### src/sv/bmpc_pkg.sv
// ============================================================================
// bmpc_pkg
// Types and constants shared by the blind motor position controller modules.
// ============================================================================
package bmpc_pkg;

    // Configuration register indexes
    localparam logic [2:0] CFG_MAX_TRAVEL   = 3'd0;
    localparam logic [2:0] CFG_HAS_LIMITS   = 3'd1;
    localparam logic [2:0] CFG_TOP_FITTED   = 3'd2;
    localparam logic [2:0] CFG_BOT_FITTED   = 3'd3;
    localparam logic [2:0] CFG_NORMAL_SPEED = 3'd4;
    localparam logic [2:0] CFG_HOMING_RATE  = 3'd5;
    localparam logic [2:0] CFG_ACCEL_RATE   = 3'd6;

    // Motion constants
    localparam logic signed [20:0] HOMING_DISTANCE  = 21'sd1000000;
    localparam logic signed [20:0] RETRACT_DISTANCE = -21'sd100;

    // floor(x / 100) == (x * RECIP_100) >> RECIP_SHIFT for x below 2**30
    localparam logic [26:0] RECIP_100   = 27'd85899346;
    localparam int          RECIP_SHIFT = 33;

    // Payload widths
    localparam int IN_DATA_W  = 56;
    localparam int IN_USER_W  = 3;
    localparam int OUT_DATA_W = 40;
    localparam int CFG_DATA_W = 20;
    localparam int CFG_ADDR_W = 3;

    typedef enum logic [2:0] {
        ACT_TICK    = 3'd0,
        ACT_INIT    = 3'd1,
        ACT_UP      = 3'd2,
        ACT_DOWN    = 3'd3,
        ACT_PERCENT = 3'd4,
        ACT_STOP    = 3'd5,
        ACT_HOME    = 3'd6
    } t_action;

    typedef enum logic [2:0] {
        ST_UNKNOWN = 3'd0,
        ST_IDLE    = 3'd1,
        ST_UP      = 3'd2,
        ST_DOWN    = 3'd3,
        ST_HOMING  = 3'd4,
        ST_FAULT   = 3'd5
    } t_blind_state;

    typedef enum logic [1:0] {
        PH_NONE      = 2'd0,
        PH_TO_BOTTOM = 2'd1,
        PH_RETRACT   = 2'd2
    } t_phase;

    typedef enum logic [3:0] {
        CMD_STATUS  = 4'd0,
        CMD_SPEED   = 4'd1,
        CMD_ACCEL   = 4'd2,
        CMD_ENABLE  = 4'd3,
        CMD_SETPOS  = 4'd4,
        CMD_MOVETO  = 4'd5,
        CMD_MOVEREL = 4'd6,
        CMD_STOP    = 4'd7,
        CMD_ESTOP   = 4'd8,
        CMD_SAVE    = 4'd9
    } t_cmd;

    typedef enum logic [1:0] {
        F_IDLE,
        F_PROD,
        F_RECIP,
        F_EXEC
    } t_front_state;

    typedef enum logic [2:0] {
        BK_IDLE,
        BK_CMD,
        BK_SCALE,
        BK_DIV,
        BK_STATUS
    } t_back_state;

    typedef struct packed {
        logic [19:0] max_travel;
        logic        has_limits;
        logic        top_fitted;
        logic        bot_fitted;
        logic [19:0] normal_speed;
        logic [19:0] homing_rate;
        logic [19:0] accel_rate;
    } t_cfg;

    typedef struct packed {
        t_cmd        code;
        logic [20:0] value;
    } t_cmd_entry;

    // One classified request: its command run and what the status needs
    typedef struct packed {
        t_cmd_entry [3:0] cmds;
        logic [2:0]       count;
        logic [20:0]      pos;
        t_blind_state     state;
    } t_job;

endpackage

### src/sv/bmpc_queue.sv
// ============================================================================
// bmpc_queue
// Two-entry queue of classified requests between front and back.
// ============================================================================
module bmpc_queue (
    input  logic           i_clk,
    input  logic           i_rst_n,
    input  logic           i_push,
    input  bmpc_pkg::t_job i_job,
    output logic           o_full,
    input  logic           i_pop,
    output logic           o_valid,
    output bmpc_pkg::t_job o_job
);
    import bmpc_pkg::*;

    t_job       r_entry [2];
    logic       r_wr_ptr;
    logic       r_rd_ptr;
    logic [1:0] r_count;

    assign o_full  = (r_count == 2'd2);
    assign o_valid = (r_count != 2'd0);
    assign o_job   = r_entry[r_rd_ptr];

    // Advance pointers and fill count
    always_ff @(posedge i_clk) begin
        if (!i_rst_n) begin
            r_wr_ptr <= 1'b0;
            r_rd_ptr <= 1'b0;
            r_count  <= 2'd0;
        end else begin
            if (i_push) r_wr_ptr <= ~r_wr_ptr;
            if (i_pop)  r_rd_ptr <= ~r_rd_ptr;
            case ({i_push, i_pop})
                2'b10:   r_count <= r_count + 2'd1;
                2'b01:   r_count <= r_count - 2'd1;
                default: r_count <= r_count;
            endcase
        end
    end

    // Hold entries
    always_ff @(posedge i_clk) begin
        if (i_push) r_entry[r_wr_ptr] <= i_job;
    end

endmodule

### config.mk
export PLATFORM = sky130hd
export DESIGN_NAME = bmpc_queue
export DESIGN_NICKNAME = d
export VERILOG_FILES = /design/src/sv/bmpc_pkg.sv /design/src/sv/bmpc_queue.sv
export SDC_FILE = /design/constraint.sdc
export NUM_CORES = 1
export LEC_CHECK = 0
export ABC_AREA = 1
export BUFFER_PORTS_ARGS = -buffer_cell sky130_fd_sc_hd__buf_2
export CAP_MARGIN = 20
export CORE_MARGIN = 2
export CORE_UTILIZATION = 35
export DETAILED_ROUTE_END_ITERATION = 12
export GPL_TIMING_DRIVEN = 0
export SLEW_MARGIN = 20
export SYNTH_ARGS = -nofsm -noshare
export SYNTH_HDL_FRONTEND = slang
export SYNTH_SLANG_ARGS = --single-unit
### constraint.sdc
create_clock -name i_clk -period 10.9 [get_ports i_clk]
set_clock_uncertainty 0.2 [all_clocks]
set_input_delay 1.09 -clock i_clk [delete_from_list [all_inputs] [get_ports i_clk]]
set_output_delay 1.09 -clock i_clk [all_outputs]
set_load 0.01 [all_outputs]
==> flow_metrics.py <==
metrics = {
    "outcome": {
        "outcome": "completed",
    },
    "placement": {
        "gp_congestion": 0.7003,
        "port_buffers": 259,
        "hpwlAfterDp_mm": 12.30,
        "placed_cell_area_mm2": 0.01139,
        "dp_worst_setup_slack_ps": 8031,
    },
    "die": {
        "die_x_um": 168.7,
        "core_mm2": 0.02680,
        "die_h_um": 168.7,
        "start_util_pct": 35.44,
        "ioPinCount": 260,
        "core.rowCount": 60,
        "die-area_mm2": 0.02847,
    },
    "final_layout": {
        "multiInputGateArea_mm2": 0.001654,
        "fin_area_mm2": 0.01223,
        "syn_to_final_growth_pct": 28.81,
        "final_nets": 858,
        "seq_area_mm2": 0.007727,
        "drive_above_1_share_pct": 59.41,
        "fill_cells": 2371,
    },
    "timing": {
        "fin_setup_tns_ps": 0,
        "grt_setup_unrepaired": "false",
        "worst_slack_ps": 7743,
        "setup-violations-final": 0,
        "max_freq_ghz": 0.3168,
        "slew_violations": 0,
        "period_minus_slack_ps": 3157,
        "worst_slew_pin_slew_ps": 512.2,
        "fin_crit_sh_pct": 28.96,
        "maxSlewHeadroom_pct": 65.77,
        "hold_viol_final": 0,
    },
    "clock_network": {
        "cts-resized-gates": 0,
        "htree_levels": 1,
        "cts_hold_buf": 0,
        "cts_tree": "yes",
        "clock-root-buffer": "clkbuf_16",
        "worstSkewPairLatency_ps": 520,
        "clk_pin_slew_ps": 60,
        "cts_buffer_depth": 3,
        "cts_buffers": 28,
        "cts_setup_buffers": 0,
        "clock_sinks": 259,
    },
    "synthesis": {
        "synthArstFlopShare_pct": 0,
        "synth-compound-area-share_pct": 0.1054,
        "synth-xor-area-share_pct": 0,
        "syn_inst": 430,
        "synthesis.area_mm2": 0.009498,
        "synth_cell_types": 13,
        "ys_warn_count": 0,
        "synth_mux_area_share_pct": 16.24,
        "seq_area_frac_synth_pct": 81.36,
        "postSynthAreaPerCell_um2": 22.09,
        "synth_top_family_by_area": "multiplexers",
        "ys.flop_type": "edfxtp_1",
        "synth.net_count": 562,
        "synth_common_cells": "edfxtp_1 (254), mux2_2 (97), mux2_4 (30), nor2_1 (11)",
        "synth_edf_count": 254,
        "synth.area.top_cells": "edfxtp_1 (80%), mux2_2 (12%), mux2_4 (4.7%), dfxtp_1 (1.1%), buf_6 (0.59%)",
        "yosysMostFrequentCell": "edfxtp_1",
        "yosysTopAreaCellShare_pct": 80.31,
        "synth_largest_area_cell": "edfxtp_1",
        "synth_adder_area_share_pct": 0.1317,
        "synth-simple-area-share_pct": 0.8563,
        "synth-seq-cells": 259,
    },
    "setup_path": {
        "crit_required_ps": 9610,
        "crit_path_end_kind": "output pin",
        "cp_max_fo": 10,
        "cp-start-kind": "flip-flop",
        "crit_type": "flip-flop to output pin",
        "cp.arrival_ps": 1870,
    },
    "pwr": {
        "peakVddDrop_mv": 0.1350,
        "pwr-share-comb_pct": 9.7,
        "power_leakage_uw": 0.004668,
        "power_uw": 2241,
        "clkPwrFrac_pct": 38.3,
        "netSwitchingPower_uw": 478.4,
        "pwr-share-seq_pct": 51.9,
        "pwr_density_cell_mw_per_mm2": 183.2,
        "p_int_uw": 1763,
        "switching_share_pct": 21.35,
    },
    "route": {
        "drt-wirelength-per-cell_um": 16.91,
        "drt-vias-per-instance": 4.446,
        "totalWireLength_mm": 18.40,
        "drc_errors": 0,
        "first_iter_violations": 233,
        "vias": 4837,
        "ant_nets": 0,
        "first_pass_iters": 4,
    },
    "run": {
        "cap_violations": 0,
    },
    "grt": {
        "grt_usage_pct": 12.49,
        "antenna_found_initial": 3,
        "grt.overflow.total": 0,
        "grt_first_pass_wirelength_mm": 27.57,
        "grt_max_degree": 87,
        "grt_pass1_vias": 5054,
    },
    "min_path": {
        "hp-class": "flip-flop to flip-flop",
    },
}
==> final cells by class <==
class                      count  area share [%]
buffer                        14          0.8284
multi-input combinational    151           13.52
antenna                        3         0.06136
clock buffer                  36           6.146
inverter                       6          0.2454
clock inverter                12          0.6648
sequential                   259           63.16
tap                          341           3.487
timing repair buffer         266           11.88
==> stage by stage <==
stage,instances,hold slack (ps),util [%]
floorplan,430,263.5,-
global placement,1030,279.2,41.87
detailed placement,1037,290.4,42.51
CTS,1085,306.8,45.62
global route,1086,347.8,45.63
finish,1088,302.6,45.65
==> critical path, cell delays in order, from the launching register on <==
cell and delay, ps:
dfxtp_1 320, buf_6 160, buf_6 180, buf_6 190, mux2_4 320, buf_2 150
==> logic make-up after synthesis <==
logic type	count (synthesis)
and+or+nand+nor	21
muxes	127
AOI/OAI and AO/OA	2
adders and majority gates	1
buffers and inverters	20
DFF	259
==> cells in the final DEF, fill, tap and decap left out, drive strengths merged <==
master and count:
buf 280, edfxtp 254, mux2 127, clkbuf 36
nor2 11, clkinv 10, nand2 9, inv 6
dfxtp 5, diode 3, o21ai 1, a21oi 1
nand4 1, ha 1, bufinv 1, clkinvlp 1
==> registers in the layout (all words and copies together), names as in the netlist, named ones only <==
| name | cells |
|---|---|
| r_entry | 254 |
| r_wr_ptr | 1 |
| r_rd_ptr | 1 |
| r_count | 2 |
==> power by group through the flow <==
stage	Sequential (uW)	Combinational (uW)	Clock, uW
after floorplan	1190	118	0
after global placement	1200	210	0
after detailed placement	1180	223	0
after CTS	1160	224	885
after global routing	1170	236	929
final	1160	218	859
==> layer usage <==
metal,global-route usage [%],vias up,part of all wire [%]
met5,0,-,0
met4,3.636,0,1.8
met3,4.489,31,8.3
met2,21.06,178,49
met1,15.13,2332,41
li1,-,2296,-
==> worst paths after layout <==
path / startpoint / end / slack [ps] / depth (start not counted)
worst max-delay path: flip-flop / o_job[87] / 7740 / 5
worst min-delay path: r_rd_ptr$_SDFFE_PN0P_ / flip-flop / 300 / 2
worst max register to register: r_wr_ptr$_SDFFE_PN0P_ / r_entry[0][92]$_DFFE_PP_ / 8970 / 4
worst min register to register: r_rd_ptr$_SDFFE_PN0P_ / flip-flop / 300 / 2
Power figures use the tool's default switching activity.
