==> config.mk <==
export PLATFORM = sky130hd
export DESIGN_NAME = bmpc_back
export DESIGN_NICKNAME = d
export VERILOG_FILES = /design/src/sv/bmpc_pkg.sv /design/src/sv/bmpc_back.sv
export SDC_FILE = /design/constraint.sdc
export NUM_CORES = 1
export LEC_CHECK = 0
export BUFFER_PORTS_ARGS = -buffer_cell sky130_fd_sc_hd__buf_4
export CORE_MARGIN = 2
export CORE_UTILIZATION = 59
export CTS_CLUSTER_DIAMETER = 200
export DETAILED_ROUTE_END_ITERATION = 8
export PLACE_DENSITY_LB_ADDON = 0.1
export SKIP_CTS_REPAIR_TIMING = 1
export SYNTH_ARGS = -nofsm -noshare
export SYNTH_HDL_FRONTEND = slang
export SYNTH_SLANG_ARGS = --single-unit
==> constraint.sdc <==
create_clock -name i_clk -period 38.2 [get_ports i_clk]
set_input_delay 3.82 -clock i_clk [delete_from_list [all_inputs] [get_ports i_clk]]
set_output_delay 3.82 -clock i_clk [all_outputs]
set_load 0.005 [all_outputs]
==> src/sv/bmpc_pkg.sv <==
// ============================================================================
// bmpc_pkg
// Types and constants shared by the blind motor position controller modules.
// ============================================================================
package bmpc_pkg;

    // Configuration register indexes
    localparam logic [2:0] CFG_MAX_TRAVEL   = 3'd0;
    localparam logic [2:0] CFG_HAS_LIMITS   = 3'd1;
    localparam logic [2:0] CFG_TOP_FITTED   = 3'd2;
    localparam logic [2:0] CFG_BOT_FITTED   = 3'd3;
    localparam logic [2:0] CFG_NORMAL_SPEED = 3'd4;
    localparam logic [2:0] CFG_HOMING_RATE  = 3'd5;
    localparam logic [2:0] CFG_ACCEL_RATE   = 3'd6;

    // Motion constants
    localparam logic signed [20:0] HOMING_DISTANCE  = 21'sd1000000;
    localparam logic signed [20:0] RETRACT_DISTANCE = -21'sd100;

    // floor(x / 100) == (x * RECIP_100) >> RECIP_SHIFT for x below 2**30
    localparam logic [26:0] RECIP_100   = 27'd85899346;
    localparam int          RECIP_SHIFT = 33;

    // Payload widths
    localparam int IN_DATA_W  = 56;
    localparam int IN_USER_W  = 3;
    localparam int OUT_DATA_W = 40;
    localparam int CFG_DATA_W = 20;
    localparam int CFG_ADDR_W = 3;

    typedef enum logic [2:0] {
        ACT_TICK    = 3'd0,
        ACT_INIT    = 3'd1,
        ACT_UP      = 3'd2,
        ACT_DOWN    = 3'd3,
        ACT_PERCENT = 3'd4,
        ACT_STOP    = 3'd5,
        ACT_HOME    = 3'd6
    } t_action;

    typedef enum logic [2:0] {
        ST_UNKNOWN = 3'd0,
        ST_IDLE    = 3'd1,
        ST_UP      = 3'd2,
        ST_DOWN    = 3'd3,
        ST_HOMING  = 3'd4,
        ST_FAULT   = 3'd5
    } t_blind_state;

    typedef enum logic [1:0] {
        PH_NONE      = 2'd0,
        PH_TO_BOTTOM = 2'd1,
        PH_RETRACT   = 2'd2
    } t_phase;

    typedef enum logic [3:0] {
        CMD_STATUS  = 4'd0,
        CMD_SPEED   = 4'd1,
        CMD_ACCEL   = 4'd2,
        CMD_ENABLE  = 4'd3,
        CMD_SETPOS  = 4'd4,
        CMD_MOVETO  = 4'd5,
        CMD_MOVEREL = 4'd6,
        CMD_STOP    = 4'd7,
        CMD_ESTOP   = 4'd8,
        CMD_SAVE    = 4'd9
    } t_cmd;

    typedef enum logic [1:0] {
        F_IDLE,
        F_PROD,
        F_RECIP,
        F_EXEC
    } t_front_state;

    typedef enum logic [2:0] {
        BK_IDLE,
        BK_CMD,
        BK_SCALE,
        BK_DIV,
        BK_STATUS
    } t_back_state;

    typedef struct packed {
        logic [19:0] max_travel;
        logic        has_limits;
        logic        top_fitted;
        logic        bot_fitted;
        logic [19:0] normal_speed;
        logic [19:0] homing_rate;
        logic [19:0] accel_rate;
    } t_cfg;

    typedef struct packed {
        t_cmd        code;
        logic [20:0] value;
    } t_cmd_entry;

    // One classified request: its command run and what the status needs
    typedef struct packed {
        t_cmd_entry [3:0] cmds;
        logic [2:0]       count;
        logic [20:0]      pos;
        t_blind_state     state;
    } t_job;

endpackage

==> src/sv/bmpc_back.sv <==
// ============================================================================
// bmpc_back
// Plays out a queued command run, then computes the travel percent, with a
// bit-serial divider inside the travel range, and sends the closing status item.
// ============================================================================
module bmpc_back (
    input  logic                           i_clk,
    input  logic                           i_rst_n,
    input  logic [19:0]                    i_max_travel,
    input  logic                           i_q_valid,
    input  bmpc_pkg::t_job                 i_q_job,
    output logic                           o_q_pop,
    output logic                           o_valid,
    input  logic                           i_ready,
    output logic [bmpc_pkg::OUT_DATA_W-1:0] o_data,
    output logic                           o_last
);
    import bmpc_pkg::*;

    t_back_state r_state, n_state;
    t_job        r_job;
    logic [2:0]  r_idx;
    logic [26:0] r_rem;
    logic [2:0]  r_bit;
    logic [6:0]  r_quot;

    // Output register
    logic         r_out_valid;
    t_cmd         r_out_cmd;
    logic [20:0]  r_out_value;
    t_blind_state r_out_state;
    logic [6:0]   r_out_pct;
    logic         r_out_last;

    logic               w_out_free;
    logic               w_load_cmd;
    logic               w_load_status;
    logic signed [20:0] w_pos_s;
    logic signed [20:0] w_max_s;
    logic [26:0]        w_trial;
    logic               w_fits;

    assign w_out_free = !r_out_valid || i_ready;
    assign w_pos_s    = $signed(r_job.pos);
    assign w_max_s    = $signed({1'b0, i_max_travel});
    assign w_trial    = {7'd0, i_max_travel} << r_bit;
    assign w_fits     = (r_rem >= w_trial);

    // Next state
    always_comb begin
        n_state = r_state;
        case (r_state)
            BK_IDLE: if (i_q_valid) n_state = BK_CMD;
            BK_CMD:  if (r_idx == r_job.count) n_state = BK_SCALE;
            BK_SCALE: begin
                if (i_max_travel == 20'd0 || w_pos_s < 21'sd0 || w_pos_s >= w_max_s) begin
                    n_state = BK_STATUS;
                end else begin
                    n_state = BK_DIV;
                end
            end
            BK_DIV:    if (r_bit == 3'd0) n_state = BK_STATUS;
            BK_STATUS: if (w_out_free) n_state = BK_IDLE;
            default:   n_state = BK_IDLE;
        endcase
    end

    // Control outputs
    always_comb begin
        o_q_pop       = (r_state == BK_IDLE) && i_q_valid;
        w_load_cmd    = (r_state == BK_CMD) && (r_idx != r_job.count) && w_out_free;
        w_load_status = (r_state == BK_STATUS) && w_out_free;
    end

    always_ff @(posedge i_clk) begin
        if (!i_rst_n) begin
            r_state     <= BK_IDLE;
            r_out_valid <= 1'b0;
        end else begin
            r_state <= n_state;
            if (w_load_cmd || w_load_status) begin
                r_out_valid <= 1'b1;
            end else if (i_ready) begin
                r_out_valid <= 1'b0;
            end
        end
    end

    // Datapath: command run, scaling, restoring division
    always_ff @(posedge i_clk) begin
        if (o_q_pop) begin
            r_job <= i_q_job;
            r_idx <= 3'd0;
        end
        if (w_load_cmd) begin
            r_out_cmd   <= r_job.cmds[r_idx[1:0]].code;
            r_out_value <= r_job.cmds[r_idx[1:0]].value;
            r_out_state <= ST_UNKNOWN;
            r_out_pct   <= 7'd0;
            r_out_last  <= 1'b0;
            r_idx       <= r_idx + 3'd1;
        end
        if (r_state == BK_SCALE) begin
            r_rem  <= 27'(r_job.pos[19:0] * 7'd100);
            r_bit  <= 3'd6;
            if (i_max_travel != 20'd0 && w_pos_s >= w_max_s) begin
                r_quot <= 7'd100;
            end else begin
                r_quot <= 7'd0;
            end
        end
        if (r_state == BK_DIV) begin
            if (w_fits) begin
                r_rem         <= r_rem - w_trial;
                r_quot[r_bit] <= 1'b1;
            end
            r_bit <= r_bit - 3'd1;
        end
        if (w_load_status) begin
            r_out_cmd   <= CMD_STATUS;
            r_out_value <= 21'd0;
            r_out_state <= r_job.state;
            r_out_pct   <= r_quot;
            r_out_last  <= 1'b1;
        end
    end

    assign o_valid = r_out_valid;
    assign o_last  = r_out_last;
    assign o_data  = {5'd0, r_out_pct, r_out_state, r_out_value, r_out_cmd};

endmodule

==> out/results.txt <==
clk sinks: 207
Clock Root Buffer: clkbuf_16
die width: 148 µm
kind of critical path: in2out
Synth-to-Final Area Change: 19.1%
dpl cells: 1,553
Worst Tran Pin Value: 0.801 ns
ys flop type: edfxtp_1
Gate power share: 41.5%
MaxCap Viol Count: 0
largest net degree at the start of global routing: 70
fmax: 114 MHz
Yosys cell types: 73
reg-to-reg critical path endpoint: r_quot[5]$_DFF_P_
Layout Skew: 0.00806 ns
pwr dens: 60.4 mW/mm²
final slew viol count: 0
min-delay worst type: reg2reg
drt pass-1 iters: 4
post-layout net count: 1,590
final antenna diode count: 0
period utilization: 23.0%
syn avg cell area: 10.9 µm²
Worst Hold Depth: 2
VDD IR max: 0.0491 mV
initial DRC count: 357
Placer Congestion: 0.897
Yosys top cell by area: edfxtp_1
worst-path fanout max: 62
Worst Reg-to-Reg Cells: 14
vias: 9,070
fillers: 1,509
Clock Latency Late Sink: 0.51 ns
status: complete, no violations
DIE HEIGHT: 148 µm
final std cells w/o fill: 1,595
Placeable Area: 0.0204 mm²
layout cells sized above 1: 21.2%
worst r2r src: r_bit[0]$_SDFFCE_PN0P_
Data arrival, critical path: 4.98 ns
hold path start: r_quot[3]$_DFF_P_
Mapped Cells: 1,126
ys async rst share: 0%
largest cells by area after synthesis: edfxtp_1 35%, ha_1 12%, dfxtp_1 10%
clock buffer depth: 3
sequential-to-total area share from yosys stat: 45.4%
DRC Markers: 0
CTS tree: built
Netlist Area Pre-Place: 0.0123 mm²
Worst EP required: 34.38 ns
WHS Endpoint: r_quot[3]$_DFF_P_
Hold Vio Cnt, Final: 0
switching share of power: 35.4%
initial antenna violation count: 0
Leak: 6.46 nW
Slew HR: 46.6%
wire per inst: 17.6 µm
Via density: 5.69
total track usage: 25.7%
# setup viols final: 0
unrepaired setup endpoints after global routing: no
top-count cell post-synth: edfxtp_1
Row Count: 52
reg-to-reg slack, setup: 33.74 ns
first-pass GRT wire length: 44,800 µm
total power: 0.884 mW
H-tree Lvls: 1
ANT nets after route: 0
Int Pwr: 0.571 mW
Finished Core Util: 71.9%
type of origin of the critical path: primary input
Die Area: 0.0220 mm²
Final TNS setup: 0 ns
Reg clk slew, reported paths: 0.06 ns
GRT Residual Overflow: 0
io pins: 194
number of global-route vias before repair: 8,872
Setup crit end kind: primary output
fin crit period: 8.80 ns
port bufs: 188
Yosys top cell area share: 34.9%
flip-flop and latch count after synthesis: 207
Post-synth EDFFs: 143
total CTS buffers: 23
Detail Placement HPWL: 21,300 µm
initial core utilization: 60.3%
Sequential Power Share: 35.4%
Yosys Warn Count: 0
final wirelength: 28,100 µm
net load switching power: 0.312 mW
Clk pwr share: 23.1%
Synth top cells by count: 143 x edfxtp_1, 128 x nand2_1, 115 x ha_1
per-stage QoR:
| step | cell area (µm²) | hold WS, ns | setup WS (ns) |
|---|---|---|---|
| after global placement | 14000 | 0.438 | 29.41 |
| after global routing | 14600 | 0.475 | 29.30 |
| after floorplan | 12300 | 0.411 | 17.55 |
| after CTS | 14600 | 0.460 | 29.37 |
| final | 14600 | 0.457 | 29.40 |
| after detailed placement | 14000 | 0.449 | 29.38 |
critical path, cell delays in order:
cell and delay [ns]:
buf_4 0.07, nor4b_2 0.16, buf_4 0.65, buf_4 0.23
power by group through the flow:
stage,Clock (mW),Sequential (mW),Combinational (mW)
2_1_floorplan,0,0.318,0.263
3_3_place_gp,0,0.315,0.354
3_5_place_dp,0,0.316,0.361
4_1_cts,0.208,0.312,0.364
5_1_grt,0.217,0.317,0.412
6_report,0.204,0.313,0.367
worst max-delay path by stage:
stage	slack (ns)	end	start
after floorplan	17.55	o_q_pop	i_q_valid
after global placement	29.41	o_q_pop	i_q_valid
after detailed placement	29.38	o_q_pop	i_q_valid
after CTS	29.37	o_q_pop	i_q_valid
after global routing	29.30	o_q_pop	i_q_valid
final	29.40	o_q_pop	i_q_valid
cell type report:
cell class / instances / area, µm² / share of cell area, %
Tap cell: 270 / 338 / 2.31
Clock inverter: 10 / 71.3 / 0.487
Multi-Input combinational cell: 768 / 6120 / 41.8
Clock buffer: 32 / 619 / 4.23
Sequential cell: 207 / 5580 / 38.1
Inverter: 106 / 398 / 2.72
Timing Repair Buffer: 202 / 1520 / 10.4
cell usage in the layout (no fill, tap or decap), types with 18 or more instances in the layout:
cell type,n
edfxtp_1,143
ha_1,115
nand2_1,128
o211ai_1,18
nor2_1,50
mux4_2,34
a31oi_1,19
xnor2_1,21
buf_4,202
inv_1,106
a21o_1,21
mux2i_1,31
o21ai_0,45
clkbuf_16,23
nand3_1,18
dfxtp_1,64
a21oi_1,68
sequential cells by signal, indices dropped and copies added, names as in the netlist:
register	count
r_out_state	3
r_rem	27
r_out_value	21
r_quot	7
r_out_cmd	4
o_last	1
r_bit	3
r_idx	3
r_state	3
r_out_pct	7
w_pos_s	21
o_valid	1
r_job	106
metal layers:
layer | vias to the layer above | global-route usage [%] | routed length (µm)
met5 | - | 0 | 0
met4 | 0 | 8.00 | 847
met3 | 54 | 6.84 | 2380
met2 | 289 | 42.6 | 13500
met1 | 4260 | 33.4 | 11400
li1 | 4467 | - | -
cells by family after synthesis:
family | after synthesis | synth area share, %
muxes | 66 | 8.85
AOI/OAI and AO/OA | 241 | 12.7
DFF | 207 | 45.4
xor gates and xnor gates | 36 | 2.57
adders and majority gates | 131 | 14.3
and+or+nand+nor | 289 | 11.0
buffers and inverters | 155 | 5.13
other | 1 | 0.0305
No activity file was read; power rests on OpenSTA's default activity.
